--- src/sv/rsmt_pkg.sv ---
// Shared types, codes and helpers of the range subtract minimum tree.
`timescale 1ns / 1ps

package rsmt_pkg;

   localparam int VALUE_W = 32;
   localparam int TOTAL_W = 64;
   localparam int WORD_W  = 2 * VALUE_W;
   localparam int COUNT_W = 11;
   localparam int INDEX_W = 10;
   localparam int OP_W    = 2;

   localparam logic [OP_W-1:0] OP_LOAD   = 2'd0;
   localparam logic [OP_W-1:0] OP_MIN    = 2'd1;
   localparam logic [OP_W-1:0] OP_SUB    = 2'd2;
   localparam logic [OP_W-1:0] OP_GREEDY = 2'd3;

   localparam logic [VALUE_W-1:0] VALUE_MAX = 32'h7fff_ffff;
   localparam logic [COUNT_W-1:0] COUNT_RESET = 11'd1024;

   typedef enum logic [3:0] {
      ST_CLEAR,
      ST_IDLE,
      ST_VISIT,
      ST_COVER_WAIT,
      ST_NODE_WAIT,
      ST_CHILD_A_WAIT,
      ST_CHILD_B_WAIT,
      ST_PUSH_CLEAR,
      ST_SPLIT,
      ST_REF_A_WAIT,
      ST_REF_B_WAIT,
      ST_PASS_END,
      ST_DONE
   } state_type;

   typedef enum logic [1:0] {
      ALU_ADJUST,
      ALU_LOAD,
      ALU_KEEP,
      ALU_SMIN
   } alu_op_type;

   typedef struct packed {
      logic       pop;
      logic [1:0] push_count;
   } stk_ctrl_type;

   typedef struct packed {
      logic empty;
      logic last;
   } stk_stat_type;

   function automatic logic [VALUE_W-1:0] smin(input logic [VALUE_W-1:0] a,
                                               input logic [VALUE_W-1:0] b);
      return ($signed(a) < $signed(b)) ? a : b;
   endfunction

endpackage

--- src/sv/rsmt_node_alu.sv ---
// Shared node arithmetic unit: adjust, load, keep and signed minimum.
`timescale 1ns / 1ps

module rsmt_node_alu (
   input  rsmt_pkg::alu_op_type         alu_op,
   input  logic [rsmt_pkg::WORD_W-1:0]  node_word,
   input  logic [rsmt_pkg::VALUE_W-1:0] operand,
   input  logic [rsmt_pkg::VALUE_W-1:0] side_value,
   output logic [rsmt_pkg::WORD_W-1:0]  result_word
);
   import rsmt_pkg::*;

   logic [VALUE_W-1:0] node_min;
   logic [VALUE_W-1:0] node_pend;

   always_comb begin
      node_min  = node_word[WORD_W-1 -: VALUE_W];
      node_pend = node_word[VALUE_W-1:0];
      unique case (alu_op)
         ALU_ADJUST: result_word = {node_min - operand, node_pend + operand};
         ALU_LOAD:   result_word = {operand, {VALUE_W{1'b0}}};
         ALU_KEEP:   result_word = {side_value, {VALUE_W{1'b0}}};
         ALU_SMIN:   result_word = {smin(side_value, node_min), {VALUE_W{1'b0}}};
      endcase
   end

endmodule

--- config.mk ---
export PLATFORM = sky130hd
export DESIGN_NAME = rsmt_node_alu
export DESIGN_NICKNAME = d
export VERILOG_FILES = /design/src/sv/rsmt_pkg.sv /design/src/sv/rsmt_node_alu.sv
export SDC_FILE = /design/constraint.sdc
export NUM_CORES = 1
export LEC_CHECK = 0
export ABC_AREA = 1
export BUFFER_PORTS_ARGS = -buffer_cell sky130_fd_sc_hd__buf_2
export CORE_ASPECT_RATIO = 0.8
export CORE_UTILIZATION = 42
export DETAILED_ROUTE_END_ITERATION = 10
export PLACE_DENSITY = 0.83
export RECOVER_POWER = 100
export SYNTH_ARGS = -nofsm -noshare
export SYNTH_HDL_FRONTEND = slang
export SYNTH_SLANG_ARGS = --single-unit
--- constraint.sdc ---
create_clock -name vclk -period 2.24
set_input_delay 0.224 -clock vclk [all_inputs]
set_output_delay 0.224 -clock vclk [all_outputs]
set_load 0.02 [all_outputs]
; After elaboration in Yosys (flattened, before gate mapping)
; Cells that the tools add are included.
[totals]
in_bits = 130
regBits = 0
output_inout_bits = 64
elab_cells = 9
[op_classes]
eq_ne = 3
reduce_logical = 1
mux = 2
order_cmp = 1
add_sub_neg = 2
[ops]
columns = operator, n
row1 = $pmux 64 s4, 1
row2 = $add 32x32->32, 1
row3 = $lt 32x32->1, 1
row4 = $mux 32, 1
row5 = $sub 32x32->32, 1
row6 = $eq 2x2->1 const B, 2
row7 = $eq 2x1->1 const B, 1
row8 = $logic_not 2->1, 1

; Depth between registers and ports, before layout
; Gate-level depths: netlist (run 1).
[depth]
depth_word = 3
mapped_depth = 18
depth_no_buf = 17

; Worst setup path before layout (run 1)
; No wires, ideal clock.
[synth_path]
kind = input port to output port
startpoint = input node_word[32] (netlist bit)
endpoint = output result_word[52] (netlist bit)
cell_stages = 13
path_slack_ns = -0.246
required_time_ns = 2.016
t_arrival_ns = 2.262
n_path_buf = 0
cell_sequence = inv_1 -> ha_1 -> fa_1 -> inv_1 -> nand2_1 -> a21oi_1 -> a21oi_1 -> o21ai_0 -> nand3_1 -> nand2_1 -> xor2_1 -> nor2_1 -> a21oi_1
[synth_via]
elab_chain_len = 3
word_cells_on_any_way = 4
classes_between = add/sub (1) / order compare (1) / mux (2)
[synth_rtl]
columns = element, line
row1 = from (decl), rsmt_node_alu.sv:6  ; input logic [rsmt_pkg::WORD_W-1:0] node_word,
row2 = $lt 32x32->1, rsmt_pkg.sv:56  ; return ($signed(a) < $signed(b)) ? a : b;
row3 = $mux 32, rsmt_pkg.sv:56
row4 = $pmux 64 s4 *, rsmt_node_alu.sv:19  ; unique case (alu_op)
row5 = to (decl), rsmt_node_alu.sv:9  ; output logic [rsmt_pkg::WORD_W-1:0] result_word
; Every way passes the cells marked *; elsewhere a longest branch is shown, timed or not.

; Worst setup path after layout (run 1)
[layout_path]
startpoint = input operand[1] (netlist bit)
endpoint = output result_word[43] (netlist bit)
[layout_via]
elab_chain_len = 2
[layout_rtl]
columns = element, line
row1 = from (decl), rsmt_node_alu.sv:7  ; input logic [rsmt_pkg::VALUE_W-1:0] operand,
row2 = $sub 32x32->32, rsmt_node_alu.sv:20  ; ALU_ADJUST: result_word = {node_min - operand, node_pend + operand};
row3 = $pmux 64 s4, rsmt_node_alu.sv:19
; Every way passes these cells.

==> results.json, run 1 <==
{
  "die_height_um": 108,
  "syn_avg_cell_area_um2": 5.56,
  "crit_path_cell_trace": "buf_2 > inv_1 > ha_1 > a21oi_2 > o21ai_2 > a21boi_2 > o21ai_1 > buf_4 > nand2_1 > nand2_1 > o21ai_0 > a21oi_1 > nand3b_1 > buf_6",
  "hold_path_class": "input port to output port",
  "grtUsageTotal": 0.424,
  "dp_cells": 1636,
  "crit_path_max_incr_delay_ps": 350,
  "max_cap_violations": 0,
  "synthCells": 1064,
  "die_width_um": 135,
  "worstSetupEndpointType": "output port",
  "worst_path_max_delay_cell": "o21ai_0",
  "io_buffer_count": 194,
  "power.static_leakage_uw": 0.00589,
  "fillers": 681,
  "start_util": 0.433,
  "worstPathRequired_ps": 2020,
  "cts_hold_buf": 0,
  "fin_util": 0.863,
  "crit_fanout": 5,
  "fmax_mhz": 337,
  "syn-num-nets": 1289,
  "drc": 3,
  "status": "finished, violations left",
  "tightest_slew_ps": 989,
  "relSlewSlack": 0.340,
  "period_minus_slack_ps": 2970,
  "netlist_area_um2": 5910,
  "drt_iter0_drc": 1505,
  "vias": 11000,
  "final_cell_mix": "buf_4 (255), inv_1 (150), nand2_1 (150)",
  "drive_above_1_share": 0.536,
  "arrival_ps": 2740,
  "path_buf_inv": 4,
  "wl_per_cell_um": 25.4,
  "die_area_um2": 14600,
  "yosysWarningCount": 0,
  "ys_types": 49,
  "critical_path_class": "input port to output port",
  "critical_path.top_delay_family": "compound AO/OA/AOI/OAI gates",
  "regArea_um2": 0,
  "start_kind": "input port",
  "antenna_found_initial": 5,
  "min_period_over_period": 1.32,
  "layout.nets": 1735,
  "coreArea_um2": 13600,
  "grt_max_degree": 39,
  "whs_endpoint": "result_word[57]",
  "fin_ws_ps": -728,
  "grt_pass1_wl_um": 48800,
  "final_common_cell": "buf_4",
  "grt_pass1_vias": 9682,
  "finalSetupViolCount": 57,
  "first_pass_iters": 11,
  "clockBufferCount": 0,
  "rows": 38,
  "rsz0062_at_grt": "yes",
  "grt_overflow": 0,
  "place_congestion": 1.02,
  "pin_count": 194,
  "hold_depth": 6,
  "vias_per_cell": 6.54,
  "path_common_cell": "nand2_1",
  "hold_viol_final": 0,
  "area_growth_pct": 99.1,
  "drt-total-wl_um": 42900,
  "fin_cells": 1689,
  "seq_area_frac_synth": 0,
  "ant_nets": 0,
  "n_sequential_cell": 0,
  "violations": "design-rule violations, negative setup slack",
  "vdd_drop_max_uv": 213,
  "hp-start": "side_value[25]",
  "powerDensity_nw_per_um2": 347,
  "hpwl_um": 21200,
  "slew_violations": 0
}
-- repair_timing --
item                                    4_1_cts  5_1_grt
cloned                                        4        0
endpoints found under the setup margin       54       52
setup buffers                                28       27
resized for setup                           383      255
pin swaps                                   111      145
-- Yosys cell counts, types with 2 or more instances --
| cell type | n | area (µm²) |
|---|---|---|
| nand3_2 | 2 | 20.0 |
| nand2_1 | 229 | 860 |
| o21bai_1 | 12 | 90.1 |
| xnor2_1 | 4 | 35.0 |
| o211ai_1 | 2 | 15.0 |
| nand3b_1 | 28 | 210 |
| buf_8 | 2 | 30.0 |
| nand3_1 | 78 | 390 |
| a21o_1 | 12 | 90.1 |
| inv_1 | 180 | 676 |
| nor2_1 | 98 | 368 |
| ha_1 | 93 | 1160 |
| fa_1 | 2 | 40.0 |
| o21a_1 | 8 | 60.1 |
| nand2_2 | 11 | 68.8 |
| nor4_1 | 4 | 25.0 |
| buf_2 | 2 | 10.0 |
| nand4_1 | 8 | 50.1 |
| nand2_4 | 4 | 45.0 |
| xor2_1 | 19 | 166 |
| o22ai_1 | 27 | 169 |
| a211oi_1 | 2 | 15.0 |
| a221oi_1 | 7 | 61.3 |
| a21oi_1 | 111 | 556 |
| clkbuf_1 | 7 | 26.3 |
| a21boi_0 | 4 | 30.0 |
| a31oi_1 | 10 | 62.6 |
| nor3_1 | 11 | 55.1 |
| o21ai_0 | 63 | 315 |
| o21ai_1 | 4 | 20.0 |
| clkbuf_8 | 2 | 27.5 |
-- tightest hold or removal path, stage by stage --
cell and delay (ps):
buf_6 80, inv_1 70, nand2_4 70, nand3_2 50
nand3_2 80, buf_6 120
-- power by group --
group | switching [µW] | internal [µW]
logic | 2330 | 1760
clock network | 0 | 0.0000597
registers | 0 | 0
-- per-layer routing --
layer | vias to the layer above | share of wire | track usage
li1 | 4490 | - | -
met1 | 4807 | 0.32 | 0.502
met2 | 1196 | 0.40 | 0.709
met3 | 542 | 0.16 | 0.0661
met4 | 10 | 0.12 | 0.286
met5 | - | 0.0023 | 0
-- through the flow --
stage | setup WS [ps] | setup TNS [ps] | hold WS, ps | total power, µW | cell area [µm²]
after floorplan | -8.21 | -8.21 | 710 | 1410 | 5930
after global placement | -377 | -12000 | 919 | 2450 | 8670
after detailed placement | -390 | -13660 | 933 | 2500 | 8670
after CTS | -196 | -4810 | 886 | 3260 | 10700
after global routing | -864 | -34100 | 945 | 4260 | 11800
final | -728 | -25470 | 928 | 4090 | 11800
-- logic make-up after synthesis --
family,count (synthesis),share of synthesized area
and+or+nand+nor,478,0.363
AOI/OAI and AO/OA,267,0.258
buffers and inverters,201,0.142
adders and majority gates,95,0.204
xor gates and xnor gates,23,0.0341
-- how the worst max path moves through the flow --
stage	startpoint	end	cells past startpoint
floorplan	node_word[32]	result_word[52]	13
CTS	node_word[63]	result_word[40]	17
finish	operand[1]	result_word[43]	14
detailed placement	node_word[32]	result_word[58]	16
global route	operand[1]	result_word[43]	14
global placement	node_word[32]	result_word[58]	16
-- final cells by class --
cell class | instances | area [µm²] | share of cell area
timing repair buffer | 463 | 3650 | 0.310
inverter | 182 | 706 | 0.0599
antenna | 1 | 2.50 | 0.000213
multi-input combinational | 863 | 7190 | 0.610
tap | 180 | 225 | 0.0191
(Power assumes the default switching activity.)
==> run 2: changes to the inputs <==
--- a/config.mk
+++ b/config.mk
@@ -10,7 +10,7 @@
 export CORE_ASPECT_RATIO = 0.8
 export CORE_UTILIZATION = 42
 export DETAILED_ROUTE_END_ITERATION = 10
-export PLACE_DENSITY = 0.83
+export PLACE_DENSITY = 0.8
 export RECOVER_POWER = 100
 export SYNTH_ARGS = -nofsm -noshare
 export SYNTH_HDL_FRONTEND = slang
==> constraint.sdc (replaced) <==
create_clock -name vclk -period 3.6
set_input_delay 0.36 -clock vclk [all_inputs]
set_output_delay 0.36 -clock vclk [all_outputs]
set_load 0.02 [all_outputs]
==> run 2 against run 1 <==
The flow now finishes without violations; clock-buffer cell count did not move; cell count fell by 16%; power fell by 69%; wire length fell by 46%; non-clock buffer count fell by 264; via count fell by 28%; core utilization fell by 35 points; highest routed layer is now met4.
==> results.json, run 2 (synthesis results as in run 1) <==
{
  "start_util": 0.433,
  "p_switching_uw": 843,
  "final_common_cell": "nand2_1",
  "antenna_found_initial": 0,
  "cts_hold_buf": 0,
  "clockBufferCount": 0,
  "worstSetupEndpointType": "output port",
  "die_height_um": 108,
  "critical_path.endpoint": "result_word[54]",
  "hold_depth": 4,
  "fin_ws_ps": 198,
  "worstPathRequired_ps": 3240,
  "start_kind": "input port",
  "max_cap_violations": 0,
  "fmax_mhz": 294,
  "vias_per_cell": 5.62,
  "place_congestion": 1.05,
  "antenna_cells": 0,
  "grt_max_degree": 33,
  "arrival_ps": 3040,
  "combPwrFrac": 1.000,
  "vias": 8002,
  "status": "complete, no violations",
  "place_ws_ps": 332,
  "intPower_uw": 419,
  "vdd_drop_max_uv": 103,
  "tightest_slew_ps": 1010,
  "period_minus_slack_ps": 3400,
  "die_width_um": 135,
  "ant_nets": 0,
  "min_period_over_period": 0.945,
  "relSlewSlack": 0.326,
  "wl_per_cell_um": 16.1,
  "coreArea_um2": 13600,
  "drt_iter0_drc": 651,
  "timing.hold.ws_ps": 1220,
  "grt_pass1_wl_um": 35600,
  "drc": 0,
  "seqPwrFrac": 0,
  "hpwl_um": 19500,
  "area_growth_pct": 17.2,
  "io_buffer_count": 194,
  "layout.nets": 1471,
  "crit_start": "node_word[32]",
  "hold_viol_final": 0,
  "slew_violations": 0,
  "grt_pass1_vias": 7028,
  "powerDensity_nw_per_um2": 182,
  "final_cell_mix": "nand2_1 (229), inv_1 (180), buf_2 (132)",
  "cts_resized": 0,
  "grtUsageTotal": 0.307,
  "drt-total-wl_um": 23000,
  "tns_ps": 0,
  "critical_path_class": "input port to output port",
  "rows": 38,
  "n_sequential_cell": 0,
  "die_area_um2": 14600,
  "clockPowerShare": 0,
  "crit_fanout": 4,
  "pin_count": 194,
  "hold_path_class": "input port to output port",
  "cts_setup_buffers": 0,
  "drive_above_1_share": 0.130,
  "finalSetupViolCount": 0,
  "first_pass_iters": 5,
  "rsz0062_at_grt": "no",
  "swShare": 0.668,
  "grt_overflow": 0,
  "power.static_leakage_uw": 0.00375,
  "regArea_um2": 0
}
==> run 2: changes by cell type in the layout (fill, tap and decap cells not counted), sizes merged <==
cell / previous run / this run
buf: 457 / 137
clkbuf: 6 / 62
diode: 1 / 0
==> run 2: critical path: stages <==
cell,delay (ps)
buf_2,110
inv_1,60
ha_1,230
fa_1,360
inv_1,70
nand2_1,70
a21oi_1,250
a21boi_0,210
o21ai_1,350
nand2_1,130
o21bai_1,220
nor2_1,60
o21ai_0,210
nand3b_1,160
clkbuf_2,190
==> run 2: final cells by class <==
type	count	area, µm²
repair buffers	199	947
multi-input cells	863	5080
inverters	182	683
well taps	180	225
fillers	1512	6710
==> run 2: how the worst min path moves through the flow <==
stage                                 end         start  slack [ps]
after floorplan           result_word[31]   operand[31]         980
after global placement     result_word[3]  node_word[3]        1190
after detailed placement  result_word[63]   operand[31]        1190
after CTS                 result_word[63]   operand[31]        1190
after global routing       result_word[2]  node_word[2]        1250
final                      result_word[3]  node_word[3]        1220
==> run 2: per-layer routing <==
layer,up-vias,track usage,wire (µm)
met5,-,0,0
met4,0,0.0931,766
met3,45,0.0206,2060
met2,442,0.488,9390
met1,3559,0.439,10800
li1,3956,-,-
==> run 2: per-stage QoR <==
step	cells	area [µm²]	power, µW	utilization
final	1424	6930	1260	0.508
after global routing	1424	6930	1390	0.508
after CTS	1424	7010	1260	0.514
after detailed placement	1424	7010	1250	0.514
after global placement	1424	7010	1240	0.514
after floorplan	1064	5910	871	-
==> run 2: power groups by stage <==
stage	logic (µW)	registers [µW]	clock network (µW)
detailed placement	1250	0	0
floorplan	871	0	0
CTS	1260	0	0
global route	1390	0	0
global placement	1240	0	0
finish	1260	0	0
