`src/sv/rsmt_pkg.sv`:
```
// Shared types, codes and helpers of the range subtract minimum tree.
`timescale 1ns / 1ps

package rsmt_pkg;

   localparam int VALUE_W = 32;
   localparam int TOTAL_W = 64;
   localparam int WORD_W  = 2 * VALUE_W;
   localparam int COUNT_W = 11;
   localparam int INDEX_W = 10;
   localparam int OP_W    = 2;

   localparam logic [OP_W-1:0] OP_LOAD   = 2'd0;
   localparam logic [OP_W-1:0] OP_MIN    = 2'd1;
   localparam logic [OP_W-1:0] OP_SUB    = 2'd2;
   localparam logic [OP_W-1:0] OP_GREEDY = 2'd3;

   localparam logic [VALUE_W-1:0] VALUE_MAX = 32'h7fff_ffff;
   localparam logic [COUNT_W-1:0] COUNT_RESET = 11'd1024;

   typedef enum logic [3:0] {
      ST_CLEAR,
      ST_IDLE,
      ST_VISIT,
      ST_COVER_WAIT,
      ST_NODE_WAIT,
      ST_CHILD_A_WAIT,
      ST_CHILD_B_WAIT,
      ST_PUSH_CLEAR,
      ST_SPLIT,
      ST_REF_A_WAIT,
      ST_REF_B_WAIT,
      ST_PASS_END,
      ST_DONE
   } state_type;

   typedef enum logic [1:0] {
      ALU_ADJUST,
      ALU_LOAD,
      ALU_KEEP,
      ALU_SMIN
   } alu_op_type;

   typedef struct packed {
      logic       pop;
      logic [1:0] push_count;
   } stk_ctrl_type;

   typedef struct packed {
      logic empty;
      logic last;
   } stk_stat_type;

   function automatic logic [VALUE_W-1:0] smin(input logic [VALUE_W-1:0] a,
                                               input logic [VALUE_W-1:0] b);
      return ($signed(a) < $signed(b)) ? a : b;
   endfunction

endpackage

```
`src/sv/rsmt_frame_stack.sv`:
```
// Traversal stack of pending tree frames, read at the top only.
`timescale 1ns / 1ps

module rsmt_frame_stack #(
   parameter int FRAME_W = 33,
   parameter int DEPTH   = 26
) (
   input  logic                  clock,
   input  logic                  reset,
   input  rsmt_pkg::stk_ctrl_type stk_ctrl,
   input  logic [FRAME_W-1:0]    push_frame0,
   input  logic [FRAME_W-1:0]    push_frame1,
   output logic [FRAME_W-1:0]    top_frame,
   output rsmt_pkg::stk_stat_type stk_stat
);
   import rsmt_pkg::*;

   localparam int IW  = (DEPTH > 1) ? $clog2(DEPTH) : 1;
   localparam int SPW = $clog2(DEPTH + 1);

   logic [FRAME_W-1:0] entry_ff [DEPTH];
   logic [SPW-1:0]     sp_ff;
   logic [SPW-1:0]     sp_in;
   logic [SPW-1:0]     base;
   logic [SPW-1:0]     base_next;
   logic [SPW-1:0]     top_ptr;

   always_comb begin
      base      = sp_ff - SPW'(stk_ctrl.pop);
      base_next = base + SPW'(1);
      sp_in     = base + SPW'(stk_ctrl.push_count);
      top_ptr   = sp_ff - SPW'(1);
   end

   always_ff @(posedge clock) begin
      if (reset) begin
         sp_ff <= '0;
      end else begin
         sp_ff <= sp_in;
      end
   end

   always_ff @(posedge clock) begin
      if (stk_ctrl.push_count != 2'd0) begin
         entry_ff[base[IW-1:0]] <= push_frame0;
      end
      if (stk_ctrl.push_count == 2'd2) begin
         entry_ff[base_next[IW-1:0]] <= push_frame1;
      end
   end

   assign top_frame      = entry_ff[top_ptr[IW-1:0]];
   assign stk_stat.empty = (sp_ff == '0);
   assign stk_stat.last  = (sp_ff == SPW'(1));

endmodule

```
`config.mk`:
```
export PLATFORM = sky130hd
export DESIGN_NAME = rsmt_frame_stack
export DESIGN_NICKNAME = d
export VERILOG_FILES = /design/src/sv/rsmt_pkg.sv /design/src/sv/rsmt_frame_stack.sv
export SDC_FILE = /design/constraint.sdc
export NUM_CORES = 1
export LEC_CHECK = 0
export BUFFER_PORTS_ARGS = -buffer_cell sky130_fd_sc_hd__buf_2
export CAP_MARGIN = 20
export CORE_MARGIN = 5
export CORE_UTILIZATION = 50
export CTS_CLUSTER_DIAMETER = 30
export DETAILED_ROUTE_END_ITERATION = 10
export PLACE_DENSITY = 0.69
export SYNTH_ARGS = -nofsm -noshare
export SYNTH_HDL_FRONTEND = slang
export SYNTH_SLANG_ARGS = --single-unit
```
`constraint.sdc`:
```
create_clock -name clock -period 5.6 [get_ports clock]
set_input_delay 0.28 -clock clock [delete_from_list [all_inputs] [get_ports clock]]
set_output_delay 0.28 -clock clock [all_outputs]
set_load 0.005 [all_outputs]
```
======== Word level (Yosys, flattened, before mapping) ========
Memories as Yosys holds them, arrays and structs flattened.
Cells that the tools add are included.
storage, ports and cells
  register bits after elaboration ......... 5
  ROM bits ................................ 0
  bits in latches ......................... 0
  RAM bits ................................ 858
  output and inout port bits .............. 35
  logic and storage cells ................. 14
  memories ................................ 1
memory list
  name      depth  bits a word  read ports  clocked after memory_dff  wr ports  line                    text
  entry_ff  26     33           1           0                         2         rsmt_frame_stack.sv:21  logic [FRAME_W-1:0] entry_ff [DEPTH];
operators by class
  muxes and demuxes ....................... 4
  equal/unequal tests ..................... 2
  bitwise gates (word level) .............. 0
  reductions and logical operators ........ 2
  order comparisons ....................... 0
  divide/modulo/power cells ............... 0
  $mul .................................... 0
  $add $sub $neg .......................... 4
  shift-type cells ........................ 0
operators by type and width
  cell                 count
  $add 5x1->5 const B  1
  $add 5x2->5          1
  $eq 5x1->1 const B   1
  $logic_not 5->1      1
  $sub 5x1->5          1
  $sub 5x1->5 const B  1
  $mux 1               4
  $eq 2x2->1 const B   1
  $reduce_bool 2->1    1

======== Depth between registers and ports, before layout ========
Gate-level depths: netlist (run 1).
  word-level depth ........................ 3
  depth in mapped cells ................... 15
  depth with buffers taken out ............ 9

======== Worst setup path before layout (run 1) ========
No wires, ideal clock.
  path kind ............................... register -> register
  start point ............................. register sp_ff[0]
  end point ............................... memory entry_ff[13][0], enable pin
  required time ........................... 5.131 ns
  arrival ................................. 4.945 ns
  setup time .............................. 0.469 ns
  slack ................................... 0.186 ns
  cell stages (with the launch flop) ...... 13
  cell sequence ........................... dfxtp_1 buf_2 buf_2 buf_2 clkinv_1 clkbuf_1 ha_1 ha_1 clkbuf_1 inv_1 nor2_1 o21ai_0 o21ai_0
RTL lines
  element                   line                    text
  start: declaration        rsmt_frame_stack.sv:22  logic [SPW-1:0] sp_ff;
  start signal: assignment  rsmt_frame_stack.sv:39  sp_ff <= sp_in;
  end: declaration          rsmt_frame_stack.sv:21

======== Worst setup path after layout (run 1) ========
  start point ............................. register sp_ff[0]
  end point ............................... output port top_frame[1]
between the ends
  cells in the longest elaborated chain, start to end .. 2
ends and longest elaborated chain
  element           line                    text
  $sub 5x1->5       rsmt_frame_stack.sv:32  top_ptr = sp_ff - SPW'(1);
  $mem_v2 26x33     n/a
  end: declaration  rsmt_frame_stack.sv:13  output logic [FRAME_W-1:0] top_frame,
No other way between the ends.

==> metrics.cfg, run 1 <==
[yosys]
synth_edf_count = 858
yosysTopAreaCellShare_pct = 58.2
syn_area_per_cell_um2 = 16.9
synthTopCellsByArea = edfxtp_1, mux2_2, mux4_2, mux2i_1, clkbuf_1
ys_seq_area_share_pct = 58.4
yosysWarnings = 0
synth.largest_area_cell = edfxtp_1
synth_area_mm2 = 0.0443
ys.flop_type = edfxtp_1
synthDistinctLibCells = 53
synthArstFlopShare_pct = 0
ys_ff_latch = 863
syn-num-nets = 2697
synthCells = 2618

[worst_setup_path]
critPathKind = reg -> out
reg2reg_depth = 8
worstPathMaxFanout = 52
start_kind = flip-flop
arrival_ns = 4.92
path_cells = inv_2 -> buf_4 -> ha_1 -> xor2_4 -> buf_12 -> mux4_2 -> nand2_1 -> a32o_1 -> a221oi_1 -> buf_2
r2r_start = sp_ff[0]$_SDFF_PP0_
timing.rr.end = entry_ff[8][15]$_DFFE_PP_
crit_required_ns = 5.32
endpoint_kind = output port
cp_top_family = buffers and inverters
critPathBufInv = 4
slowest_stage = a221oi_1
slowest_delay_ns = 0.74
rrSetupSlack_ns = 1.59

[timing]
finalSetupTns_ns = 0
finalMaxSlewViolations = 0
min_period_ns = 5.20
maxSlewHeadroom_pct = 20.1
maxClockFrequency_mhz = 192
rsz0062_at_grt = false
fin_crit_sh_pct = 92.9
setup_viol = 0
hold_violations = 0
max_slew.worst_pin.slew_ns = 1.20
fin_skew_ns = 0.0283

[die]
initial_utilization_pct = 50.2
die_w_um = 307
die_area_mm2 = 0.0946
io_pins = 106
rows = 109
die_h_um = 307
core_mm2 = 0.0881

[finish]
fin_cells = 3998
layout_common_cells = edfxtp_1, mux2_2, mux4_2
nNetsFinal = 2760
layout_commonest_cell = edfxtp_1
layout-drive-gt1-share_pct = 56.3
area_growth_pct = 18.6
fin_util_pct = 59.6

[route]
drt-pass1-iter-count = 6
vias = 26500
ant_nets = 0
drt-initial-drc-count = 3035
wl_mm = 133
wire_per_inst_um = 33.3
drcViolationCount = 0
viasPerCell = 6.62

[clock_tree]
clock-root-buffer = clkbuf_16
numCtsBuffers = 172
clk_pin_slew_ns = 0.05
insertion_delay_ns = 0.75
clock_path_buffers = 3
cts.sinks = 863
htree_levels = 4
cts_setup_buffers = 0
cts_tree = yes

[min_path]
hp-start = stk_ctrl[1]
min_path_type = in -> reg
hold_end = sp_ff[1]$_SDFF_PP0_
hold_depth = 3

[grt]
grt.overflow.total = 0
antenna_found_initial = 6
grt_pass1_wl_mm = 192
grt_max_degree = 113
grt_usage_pct = 27.9
grt_pass1_vias = 27800

[placement]
dp_hpwl_mm = 73.2
dp_cells = 3668
gp_congestion = 0.843
port_buffers = 105

[status]
status = finished, final reports clean

[pwr]
ir_worst_vdd_mv = 0.347
p_per_area_mw_per_mm2 = 498
power.leakage_nw = 17.6

[run]
timing.max_cap.violations = 0

## worst max path at each step
| stage | startpoint | slack, ns | cells past startpoint | to |
|---|---|---|---|---|
| floorplan | sp_ff[0]$_SDFF_PP0_ | 0.19 | 12 | entry_ff[13][0]$_DFFE_PP_ |
| global placement | sp_ff[0]$_SDFF_PP0_ | 1.20 | 10 | top_frame[1] |
| detailed placement | sp_ff[0]$_SDFF_PP0_ | 1.25 | 10 | top_frame[1] |
| CTS | sp_ff[0]$_SDFF_PP0_ | 0.40 | 10 | top_frame[1] |
| global route | sp_ff[0]$_SDFF_PP0_ | 0.40 | 10 | top_frame[1] |
| finish | sp_ff[0]$_SDFF_PP0_ | 0.40 | 10 | top_frame[1] |
## logic make-up (layout without fill, tap and decap cells)
group / count (synthesis) / after routing / share of synthesized area [%]
simple gates: 147 / 147 / 1.57
flops: 863 / 863 / 58.4
other cells: 0 / 5 / 0
buf+inv: 309 / 519 / 3.10
xor+xnor: 9 / 9 / 0.212
mux: 1157 / 1157 / 34.2
fa+ha+maj: 8 / 8 / 0.243
compound gates: 125 / 125 / 2.23
## area by class of cell
type                            count  area (um2)
Antenna cell                        5        12.5
Fill cell                        6501       35600
Clock buffer                      184        4370
Sequential cell                   863       25900
Multi-Input combinational cell   1446       17500
Clock inverter                    137        1870
Tap cell                         1165        1460
Timing Repair Buffer              192        1390
Inverter                            6        22.5
## where the power goes
part / switching [mW] / internal, mW
Clock: 3.54 / 7.38
Sequential: 0.204 / 7.94
Combinational: 4.21 / 2.85
## cells in the mapped netlist (all sizes together) (3+ instances only)
cell and instances:
a21oi 9, a221oi 33, a22o 3, a32o 34, and2 3, and3 5
buf 119, clkbuf 184, clkinv 3, dfxtp 5, edfxtp 858, ha 7
inv 3, mux2 858, mux2i 101, mux4 198, nand2 82, nand2b 4
nand3 12, nor2 18, nor2b 5, nor3 9, o21ai 25, o22ai 5
or3 3, xnor2 6, xor2 3
## state kept, by name, summed over array words and instances, names as in the netlist
register,flops
entry_ff,858
sp_ff,5
## per-layer routing
| metal | vias up | global-route usage [%] | routed length, um | part of all wire (%) |
|---|---|---|---|---|
| li1 | 10700 | - | - | - |
| met1 | 13900 | 36.8 | 50800 | 38 |
| met2 | 1471 | 44.9 | 64100 | 48 |
| met3 | 358 | 6.55 | 12300 | 9.3 |
| met4 | 2 | 11.8 | 5820 | 4.4 |
| met5 | - | 0 | 10 | 0.0075 |
## metrics by stage
| step | hold WS (ns) | worst slack, ns | total power, mW | instance area [um2] |
|---|---|---|---|---|
| 2_1_floorplan | 0.352 | 0.186 | 12.6 | 44300 |
| 3_3_place_gp | 0.517 | 1.20 | 15.1 | 46100 |
| 3_5_place_dp | 0.520 | 1.25 | 15.3 | 46200 |
| 4_1_cts | 0.0773 | 0.402 | 26.2 | 52400 |
| 5_1_grt | 0.116 | 0.399 | 26.9 | 52500 |
| 6_report | 0.154 | 0.400 | 26.1 | 52500 |
## timing repair
item / 4_1_cts / 5_1_grt
endpoints found under the hold margin: 5 / 0
endpoints found under the setup margin: 0 / 0
gates resized for setup: 0 / 0
hold buffers: 2 / 0
## worst min-delay path: stages
cell and delay [ns]:
buf_2 0.19, fa_1 0.21, nor2b_1 0.16
No activity file was read; power rests on OpenSTA's default activity.
==> inputs of run 2 (changes only) <==
--- a/config.mk
+++ b/config.mk
@@ -6,12 +6,12 @@
 export NUM_CORES = 1
 export LEC_CHECK = 0
 export BUFFER_PORTS_ARGS = -buffer_cell sky130_fd_sc_hd__buf_2
-export CAP_MARGIN = 20
+export CAP_MARGIN = 15
 export CORE_MARGIN = 5
 export CORE_UTILIZATION = 50
 export CTS_CLUSTER_DIAMETER = 30
 export DETAILED_ROUTE_END_ITERATION = 10
-export PLACE_DENSITY = 0.69
+export PLACE_DENSITY = 0.7
 export SYNTH_ARGS = -nofsm -noshare
 export SYNTH_HDL_FRONTEND = slang
 export SYNTH_SLANG_ARGS = --single-unit
==> metrics.cfg, run 2 (synthesis gave the netlist of run 1 again) <==
[finish]
nFillCells = 6495
register_area_mm2 = 0.0259
nNetsFinal = 2775
layout-drive-gt1-share_pct = 56.6
largest_reg_flops = 858
layout_commonest_cell = edfxtp_1
multiInputGateArea_mm2 = 0.0175
area_growth_pct = 18.6
layout_common_cells = edfxtp_1, mux2_2, mux4_2
final_cell_area_mm2 = 0.0525

[grt]
grt_max_degree = 112
grt_usage_pct = 27.8
grt.overflow.total = 0
grt_pass1_wl_mm = 192
antenna_found_initial = 3
grt_pass1_vias = 27900

[clock_tree]
hold_buffers = 2
htree_levels = 4
clock_path_buffers = 3
clk_pin_slew_ns = 0.04
cts.repair.resized = 0
numCtsBuffers = 178
insertion_delay_ns = 0.74
cts_setup_buffers = 0
cts_tree = yes
clock-root-buffer = clkbuf_16
cts.sinks = 863

[pwr]
power_mw = 26.2
p_per_area_mw_per_mm2 = 499
power.leakage_nw = 17.6
ir_worst_vdd_mv = 0.336

[timing]
finalMaxSlewViolations = 0
fin_crit_sh_pct = 85.1
hold-worst-slack_ns = 0.142
fin_skew_ns = 0.0258
hold_violations = 0
max_slew.worst_pin.slew_ns = 1.09
setup_viol = 0
rsz0062_at_grt = false
maxSlewHeadroom_pct = 26.7
setup_slack_ns = 0.834
maxClockFrequency_mhz = 210
finalSetupTns_ns = 0
min_period_ns = 4.77

[die]
die_w_um = 307
die_area_mm2 = 0.0946
rows = 109
core_mm2 = 0.0881
io_pins = 106
initial_utilization_pct = 50.2
die_h_um = 307

[run]
timing.max_cap.violations = 0

[worst_setup_path]
crit_required_ns = 5.32
crit_start = sp_ff[0]$_SDFF_PP0_
arrival_ns = 4.49
r2r_start = sp_ff[4]$_SDFF_PP0_
start_kind = flip-flop
worstPathMaxFanout = 35
critPathKind = reg -> out
reg2reg_depth = 6
rrSetupSlack_ns = 1.46
endpoint_kind = output port
cp-endpoint = top_frame[6]
timing.rr.end = entry_ff[4][15]$_DFFE_PP_

[min_path]
hold_depth = 3
min_path_type = in -> reg

[route]
drt-pass1-iter-count = 8
ant_nets = 0
drt-initial-drc-count = 2758
wl_mm = 132
vias = 26400
drcViolationCount = 0
viasPerCell = 6.56
wire_per_inst_um = 32.8

[placement]
gp_congestion = 0.878
dp_hpwl_mm = 71.7
place_area_mm2 = 0.0461
place_ws_ns = 1.56
port_buffers = 105

[status]
status = finished, final reports clean

-- run 2: metrics by stage --
stage,instances,util (%)
floorplan,2618,-
global placement,3676,52.3
detailed placement,3676,52.3
CTS,4010,59.5
global route,4013,59.6
finish,4016,59.6
-- run 2: worst min path at each step --
stage,endpoint,from,slack [ns]
5_1_grt,sp_ff[1]$_SDFF_PP0_,stk_ctrl[1],0.16
3_5_place_dp,sp_ff[0]$_SDFF_PP0_,reset,0.51
4_1_cts,sp_ff[1]$_SDFF_PP0_,stk_ctrl[1],0.10
6_report,sp_ff[1]$_SDFF_PP0_,stk_ctrl[1],0.14
2_1_floorplan,sp_ff[0]$_SDFF_PP0_,reset,0.35
3_3_place_gp,sp_ff[3]$_SDFF_PP0_,reset,0.51
-- run 2: worst max-delay path: stages, from the launching register on --
cell	delay (ns)
dfxtp_4	0.35
inv_2	0.05
buf_4	0.54
ha_1	0.44
xor2_4	0.44
buf_4	0.51
mux4_2	0.32
nand2_1	0.06
a32o_1	0.32
a221oi_1	0.49
buf_2	0.22
-- run 2: power by group --
group | internal [mW] | switching [mW]
clock | 7.42 | 3.55
sequential | 7.94 | 0.199
combinational | 2.87 | 4.18
-- run 2: per-layer routing --
| layer | routed length, um | global-route usage, % | up-vias |
|---|---|---|---|
| met4 | 5090 | 10.3 | 2 |
| li1 | - | - | 10800 |
| met1 | 48600 | 34.8 | 13800 |
| met5 | 13 | 0 | - |
| met3 | 11100 | 6.20 | 361 |
| met2 | 67100 | 47.7 | 1402 |
-- run 2: layout make-up --
class                      count  share of cell area (%)
inverter                       6                  0.0429
clock buffer                 200                    8.89
multi-input combinational   1446                    33.3
clock inverter               132                    3.13
antenna                        3                  0.0143
timing repair buffer         201                    2.55
sequential                   863                    49.3
tap                         1165                    2.78
